### src/sv/aetm_pkg.sv
package aetm_pkg;

  localparam int ADC_BITS  = 12;
  localparam int FRAC_BITS = 8;
  localparam int AVG_BITS  = ADC_BITS + FRAC_BITS;
  localparam int ALPHA_BITS = 8;
  localparam int ADDR_BITS = 4;

  // Unity weight in Q8.
  localparam logic [ALPHA_BITS:0] ALPHA_ONE = 9'd256;

  localparam logic [ADC_BITS-1:0]   RAW_MIN_RESET   = 12'd100;
  localparam logic [ADC_BITS-1:0]   RAW_MAX_RESET   = 12'd4000;
  localparam logic [ALPHA_BITS-1:0] ALPHA_RESET     = 8'd230;
  localparam logic [ADC_BITS-1:0]   THRESHOLD_RESET = 12'd10;

  localparam logic [1:0] REG_RAW_MIN   = 2'd0;
  localparam logic [1:0] REG_RAW_MAX   = 2'd1;
  localparam logic [1:0] REG_ALPHA     = 2'd2;
  localparam logic [1:0] REG_THRESHOLD = 2'd3;

  typedef struct packed {
    logic                has_sample;
    logic [ADC_BITS-1:0] sample;
    logic                take_up;
    logic                take_down;
  } in_item_t;

  typedef struct packed {
    logic [ADC_BITS-1:0] last_sample;
    logic [AVG_BITS-1:0] filtered;
    logic                primed;
    logic                fault;
    logic                rising;
    logic                falling;
  } out_item_t;

endpackage

### src/sv/adc_ema_trend_monitor_top.sv
// A result appears in the output register in the cycle after its item is accepted.
// Throughput: one item per cycle; the filter state feeds back through a single
// combinational update (two narrow multiplies and an add) into its own registers.
// The input stalls only while a finished result waits to be taken.
// Reset (rst, synchronous, active high) clears the filter state, the flags and the
// output valid, and returns the configuration registers to their defaults.
module adc_ema_trend_monitor_top (
  input  logic                 clk,
  input  logic                 rst,
  input  logic                 in_valid,
  output logic                 in_stall,
  input  aetm_pkg::in_item_t   in_data,
  output logic                 out_valid,
  input  logic                 out_stall,
  output aetm_pkg::out_item_t  out_data,
  input  logic                 psel,
  input  logic                 penable,
  input  logic                 pwrite,
  input  logic [aetm_pkg::ADDR_BITS-1:0] paddr,
  input  logic [31:0]          pwdata,
  output logic [31:0]          prdata,
  output logic                 pready
);
  import aetm_pkg::*;

  localparam int PROD_BITS = AVG_BITS + ALPHA_BITS + 2;

  logic [ADC_BITS-1:0]   raw_min;
  logic [ADC_BITS-1:0]   raw_max;
  logic [ALPHA_BITS-1:0] alpha_q8;
  logic [ADC_BITS-1:0]   delta_threshold;

  logic [ADC_BITS-1:0] raw_hold, raw_hold_next;
  logic [AVG_BITS-1:0] avg_value, avg_value_next;
  logic                avg_primed, avg_primed_next;
  logic                fault_flag, fault_flag_next;
  logic                rise_flag, rise_flag_next;
  logic                fall_flag, fall_flag_next;

  logic                accept;
  logic                bad;
  logic [1:0]          reg_index;
  logic [ALPHA_BITS:0] new_weight;
  logic [AVG_BITS-1:0] sample_fx;
  logic [PROD_BITS-1:0] blend;
  logic [AVG_BITS-1:0] avg_update;
  logic signed [ADC_BITS+1:0] diff;
  logic signed [ADC_BITS+1:0] thr;

  assign pready    = 1'b1;
  assign reg_index = paddr[ADDR_BITS-1:2];

  always_ff @(posedge clk) begin
    if (rst) begin
      raw_min         <= RAW_MIN_RESET;
      raw_max         <= RAW_MAX_RESET;
      alpha_q8        <= ALPHA_RESET;
      delta_threshold <= THRESHOLD_RESET;
    end else if (psel && penable && pwrite && pready) begin
      case (reg_index)
        REG_RAW_MIN:   raw_min         <= pwdata[ADC_BITS-1:0];
        REG_RAW_MAX:   raw_max         <= pwdata[ADC_BITS-1:0];
        REG_ALPHA:     alpha_q8        <= pwdata[ALPHA_BITS-1:0];
        REG_THRESHOLD: delta_threshold <= pwdata[ADC_BITS-1:0];
        default: ;
      endcase
    end
  end

  always_comb begin
    case (reg_index)
      REG_RAW_MIN:   prdata = {{(32-ADC_BITS){1'b0}}, raw_min};
      REG_RAW_MAX:   prdata = {{(32-ADC_BITS){1'b0}}, raw_max};
      REG_ALPHA:     prdata = {{(32-ALPHA_BITS){1'b0}}, alpha_q8};
      REG_THRESHOLD: prdata = {{(32-ADC_BITS){1'b0}}, delta_threshold};
      default:       prdata = 32'd0;
    endcase
  end

  // The output register holds one result; a new item enters whenever it is
  // empty or its result leaves in the same cycle.
  assign in_stall = out_valid && out_stall;
  assign accept   = in_valid && !in_stall;

  assign bad        = (in_data.sample < raw_min) || (in_data.sample > raw_max);
  assign new_weight = ALPHA_ONE - {1'b0, alpha_q8};
  assign sample_fx  = {in_data.sample, {FRAC_BITS{1'b0}}};
  assign blend      = PROD_BITS'(alpha_q8) * PROD_BITS'(avg_value)
                    + PROD_BITS'(new_weight) * PROD_BITS'(sample_fx);
  assign avg_update = blend[ALPHA_BITS +: AVG_BITS];
  assign diff = $signed({2'b00, avg_update[AVG_BITS-1:FRAC_BITS]})
              - $signed({2'b00, avg_value[AVG_BITS-1:FRAC_BITS]});
  assign thr  = $signed({2'b00, delta_threshold});

  // State after the sample is handled; this is what the result reports.
  always_comb begin
    raw_hold_next   = raw_hold;
    avg_value_next  = avg_value;
    avg_primed_next = avg_primed;
    fault_flag_next = fault_flag;
    rise_flag_next  = rise_flag;
    fall_flag_next  = fall_flag;
    if (in_data.has_sample) begin
      raw_hold_next   = in_data.sample;
      fault_flag_next = bad;
      if (bad != fault_flag) begin
        rise_flag_next = 1'b0;
        fall_flag_next = 1'b0;
      end
      if (!bad) begin
        avg_primed_next = 1'b1;
        if (!avg_primed) begin
          avg_value_next = sample_fx;
        end else begin
          avg_value_next = avg_update;
          if (diff > thr) begin
            fall_flag_next = 1'b1;
          end else if (diff < -thr) begin
            rise_flag_next = 1'b1;
          end
        end
      end
    end
  end

  always_ff @(posedge clk) begin
    if (rst) begin
      raw_hold   <= '0;
      avg_value  <= '0;
      avg_primed <= 1'b0;
      fault_flag <= 1'b0;
      rise_flag  <= 1'b0;
      fall_flag  <= 1'b0;
      out_valid  <= 1'b0;
    end else begin
      if (accept) begin
        raw_hold   <= raw_hold_next;
        avg_value  <= avg_value_next;
        avg_primed <= avg_primed_next;
        fault_flag <= fault_flag_next;
        // Take bits clear the flags only after they have been reported.
        rise_flag  <= rise_flag_next && !in_data.take_up;
        fall_flag  <= fall_flag_next && !in_data.take_down;
        out_valid  <= 1'b1;
      end else if (!out_stall) begin
        out_valid  <= 1'b0;
      end
    end
  end

  // Before priming the average register is still zero, so it reads as zero.
  always_ff @(posedge clk) begin
    if (accept) begin
      out_data.last_sample <= raw_hold_next;
      out_data.filtered    <= avg_value_next;
      out_data.primed      <= avg_primed_next;
      out_data.fault       <= fault_flag_next;
      out_data.rising      <= rise_flag_next;
      out_data.falling     <= fall_flag_next;
    end
  end

endmodule

### config.mk
export PLATFORM = sky130hd
export DESIGN_NAME = adc_ema_trend_monitor_top
export DESIGN_NICKNAME = d
export VERILOG_FILES = /design/src/sv/aetm_pkg.sv /design/src/sv/adc_ema_trend_monitor_top.sv
export SDC_FILE = /design/constraint.sdc
export NUM_CORES = 1
export LEC_CHECK = 0
export BUFFER_PORTS_ARGS = -buffer_cell sky130_fd_sc_hd__buf_2
export CAP_MARGIN = 20
export CORE_MARGIN = 2
export CORE_UTILIZATION = 60
export CTS_CLUSTER_DIAMETER = 80
export DETAILED_ROUTE_END_ITERATION = 10
export GPL_TIMING_DRIVEN = 0
export PLACE_DENSITY = 0.8
export SLEW_MARGIN = 20
export SYNTH_ARGS = -nofsm -noshare
export SYNTH_HDL_FRONTEND = slang
export SYNTH_SLANG_ARGS = --single-unit
export TNS_END_PERCENT = 20
### constraint.sdc
create_clock -name clk -period 30.6 [get_ports clk]
set_input_delay 3.06 -clock clk [delete_from_list [all_inputs] [get_ports clk]]
set_output_delay 3.06 -clock clk [all_outputs]
set_load 0.01 [all_outputs]
==> key figures <==
Clocking
  – CTS Buffer Depth: 2
  – H-Tree Depth: 4
  – Root Buffer: clkbuf_16
  – Clk pin slew, worst setup/hold paths: 0.06 ns
  – Hold bufs inserted after CTS: 0
  – CTS tree: done
  – Post-CTS setup buffers: 0
  – CTS resizes: 0
  – CTS Buf Count: 17
  – Clock Latency Late Sink: 0.43 ns
  – Num Clock Sinks: 117

Timing
  – Setup TNS: 0 ns
  – Part of the cycle the worst path needs: 45.7%
  – Final hold vios: 0
  – Final min period: 13.97 ns
  – Least-Margin Pin Slew: 0.911 ns
  – Peak Freq: 71.6 MHz
  – RSZ-0062 raised after global routing: false
  – Final setup viols: 0
  – Clk_skew: 0.0101 ns
  – Relative slew slack: 39.3%
  – Max-slew violations: 0

Pwr
  – Clock power frac: 10.9%
  – Internal power: 0.000894 W
  – Worst vdd ir: 0.122 mV
  – NetSw: 0.000973 W
  – Combinational power share: 79.8%
  – Total power: 0.00187 W
  – Leakage: 8.23 nW
  – Sw Share: 52.1%
  – Reg power frac: 9.3%
  – Pwr/cell area: 110 nW/µm²

Global route
  – Vias in the first global route: 13,500
  – All-Layer GR Usage: 32.8%
  – Global-route wire length before repair: 67,800 µm
  – Overflow after GRT: 0
  – Largest net degree at the start of global routing: 46
  – Initial antenna violation count: 0

Final layout
  – Area Growth Syn to Fin: 9.61%
  – Nets: 2,331
  – Fin cells: 2,273
  – Diode count: 0
  – Share of cells above drive strength 1: 9.11%

Synthesis
  – Sequential area share after synthesis: 17.5%
  – Distinct cells, synth: 73
  – Post-synth ARST share: 0%
  – Mapped Avg Cell Area: 8.55 µm²
  – Warnings, synthesis: 0
  – Most used DFF post-synth: dfxtp_1
  – Flops & latches, synth: 117
  – Mapped cell area: 15,500 µm²
  – Post-synth EDFFs: 36
  – Post-Synthesis Cells: 1,809

Worst hold path
  – Hold Crit Class: register to register
  – Hold path depth: 2
  – Hold worst-path end: raw_min[8]
  – Hold Crit Start: raw_min[8]

Floorplan
  – I/O pin count: 129
  – Die height: 165 µm
  – Core ar.: 25,300 µm²
  – Rows: 58
  – Die ar.: 27,100 µm²
  – Initial Util: 61.2%
  – Chip Width: 165 µm

Setup path
  – RR Startpoint: alpha_q8[0]
  – Worst Path Arrival: 14.14 ns
  – CP endpoint kind: register
  – Setup CP Type: primary input to register
  – R2R Setup Slk: 18.12 ns
  – Crit path top cell by count: fa_1
  – Worst endpoint required time: 30.77 ns
  – R2R cell count: 49
  – Max stage delay on crit path: 0.62 ns
  – R2R Path End: out_data[1]
  – Crit-path max FO: 10
  – Startpoint Class: primary input
  – Max stage delay cell, worst path: clkbuf_1

Drt
  – Detailed Routing Iterations Pass 1: 5
  – Vias per std cell: 5.72
  – Vias: 13,000
  – WL met2: 19,700 µm
  – DRT iter0 DRCs: 1,140
  – Met3 Wirelength: 4070 µm
  – Routed WL per cell: 18.6 µm
  – Met1 WL: 16,500 µm
  – Routed WL: 42,200 µm
  – Post-route ant nets: 0
  – Top routing layer in use: met4
  – Drt drc: 0

Placement
  – Dpl cells: 2,241
  – Final RePlAce weighted congestion: 0.934
  – DP HPWL: 32,700 µm
  – Port bufs: 83

Job
  – Max-Cap Viols: 0

Outcome
  – Status: finished clean
-- cells in the mapped netlist (all sizes together), types with 11 or more instances --
cell type	number	area share, %
inv	335	8.1
nand2	276	6.7
fa	196	25
ha	147	12
and2	125	5.1
a21oi	85	2.8
clkbuf	84	2.0
dfxtp	81	10
nor2	61	1.5
xnor2	45	2.5
o21ai	44	1.4
edfxtp	36	7.0
nand3	32	1.0
buf	31	1.4
mux2i	22	1.4
o211ai	21	1.0
nor3	18	0.66
xor2	17	0.96
mux2	15	1.1
a211oi	13	0.66
nor2b	13	0.53
a21o	11	0.53
-- critical path: cells and delay by family --
kind,cells,cell delay (ns)
compound gates,13,3.03
xor+xnor,3,0.60
fa+ha+maj,12,5.05
buf+inv,8,1.31
simple gates,10,1.07
-- flip-flops by register name, indices dropped and copies added (netlist names) --
register,cells
raw_min,12
alpha_q8,8
out_valid,1
avg_primed,1
raw_max,12
fall_flag,1
out_data,36
fault_flag,1
delta_threshold,12
raw_hold,12
rise_flag,1
avg_value,20
-- routing by layer --
layer  track usage [%]  up-vias
met5                 0        -
met4              14.5        0
met3              7.56      126
met2              54.5      662
met1              40.9     6323
li1                  -     5899
-- cells in the final DEF (no fill, tap or decap), types with 11 or more instances in the layout --
cell type	Yosys	layout
a211oi_1	12	12
a21o_1	11	11
a21oi_1	85	85
and2_1	125	125
buf_2	4	87
buf_4	21	21
clkbuf_1	84	83
clkbuf_16	0	17
conb_1	2	21
dfxtp_1	81	81
edfxtp_1	36	36
fa_1	196	196
ha_1	147	147
inv_1	332	332
mux2_2	14	14
mux2i_1	22	22
nand2_1	276	276
nand3_1	32	32
nor2_1	61	61
nor2b_1	13	13
nor3_1	17	17
o211ai_1	21	21
o21ai_0	26	26
o21ai_1	18	18
xnor2_1	45	45
xor2_1	17	17
-- per-stage QoR --
| stage | setup slack, ns | hold WS, ns | area [µm²] | utilization (%) |
|---|---|---|---|---|
| floorplan | 18.23 | 0.442 | 15500 | - |
| global placement | 16.53 | 0.464 | 16400 | 64.8 |
| detailed placement | 16.44 | 0.463 | 16400 | 64.8 |
| CTS | 16.83 | 0.477 | 16900 | 67.1 |
| global route | 16.05 | 0.502 | 16900 | 67.1 |
| finish | 16.63 | 0.483 | 16900 | 67.1 |
-- kinds of logic (layout without fill, tap and decap cells) --
| kind of cell | after synthesis | in the layout | share of synthesized area (%) |
|---|---|---|---|
| compound gates | 229 | 229 | 9.28 |
| xor+xnor | 62 | 62 | 3.51 |
| fa+ha+maj | 344 | 344 | 37.3 |
| buf+inv | 451 | 566 | 11.6 |
| flops | 117 | 117 | 17.5 |
| mux | 45 | 45 | 3.71 |
| other cells | 2 | 21 | 0.0486 |
| simple gates | 559 | 559 | 17.0 |
-- area by class of cell --
type / instances / area, µm²
multi-input combinational: 1260 / 11000
clock buffer: 17 / 425
timing repair buffer: 83 / 415
buffer: 115 / 534
tap: 330 / 413
inverter: 336 / 1260
fill: 2084 / 8310
clock inverter: 15 / 158
sequential: 117 / 2700
-- power groups by stage --
stage	clock network, W	logic, W	registers, W
global route	0.000208	0.00166	0.000174
floorplan	0	0.00112	0.000179
CTS	0.000201	0.00147	0.000173
finish	0.000203	0.00149	0.000173
detailed placement	0	0.00143	0.000177
global placement	0	0.00138	0.000177
-- how the worst max path moves through the flow --
| stage | start | end | cells past startpoint |
|---|---|---|---|
| 3_5_place_dp | in_data[5] | out_data[1] | 46 |
| 6_report | in_data[5] | out_data[1] | 46 |
| 4_1_cts | in_data[5] | out_data[1] | 46 |
| 2_1_floorplan | in_data[5] | out_data[1] | 40 |
| 5_1_grt | in_data[5] | out_data[1] | 46 |
| 3_3_place_gp | in_data[5] | out_data[1] | 46 |
No activity file was read; power rests on OpenSTA's default activity.
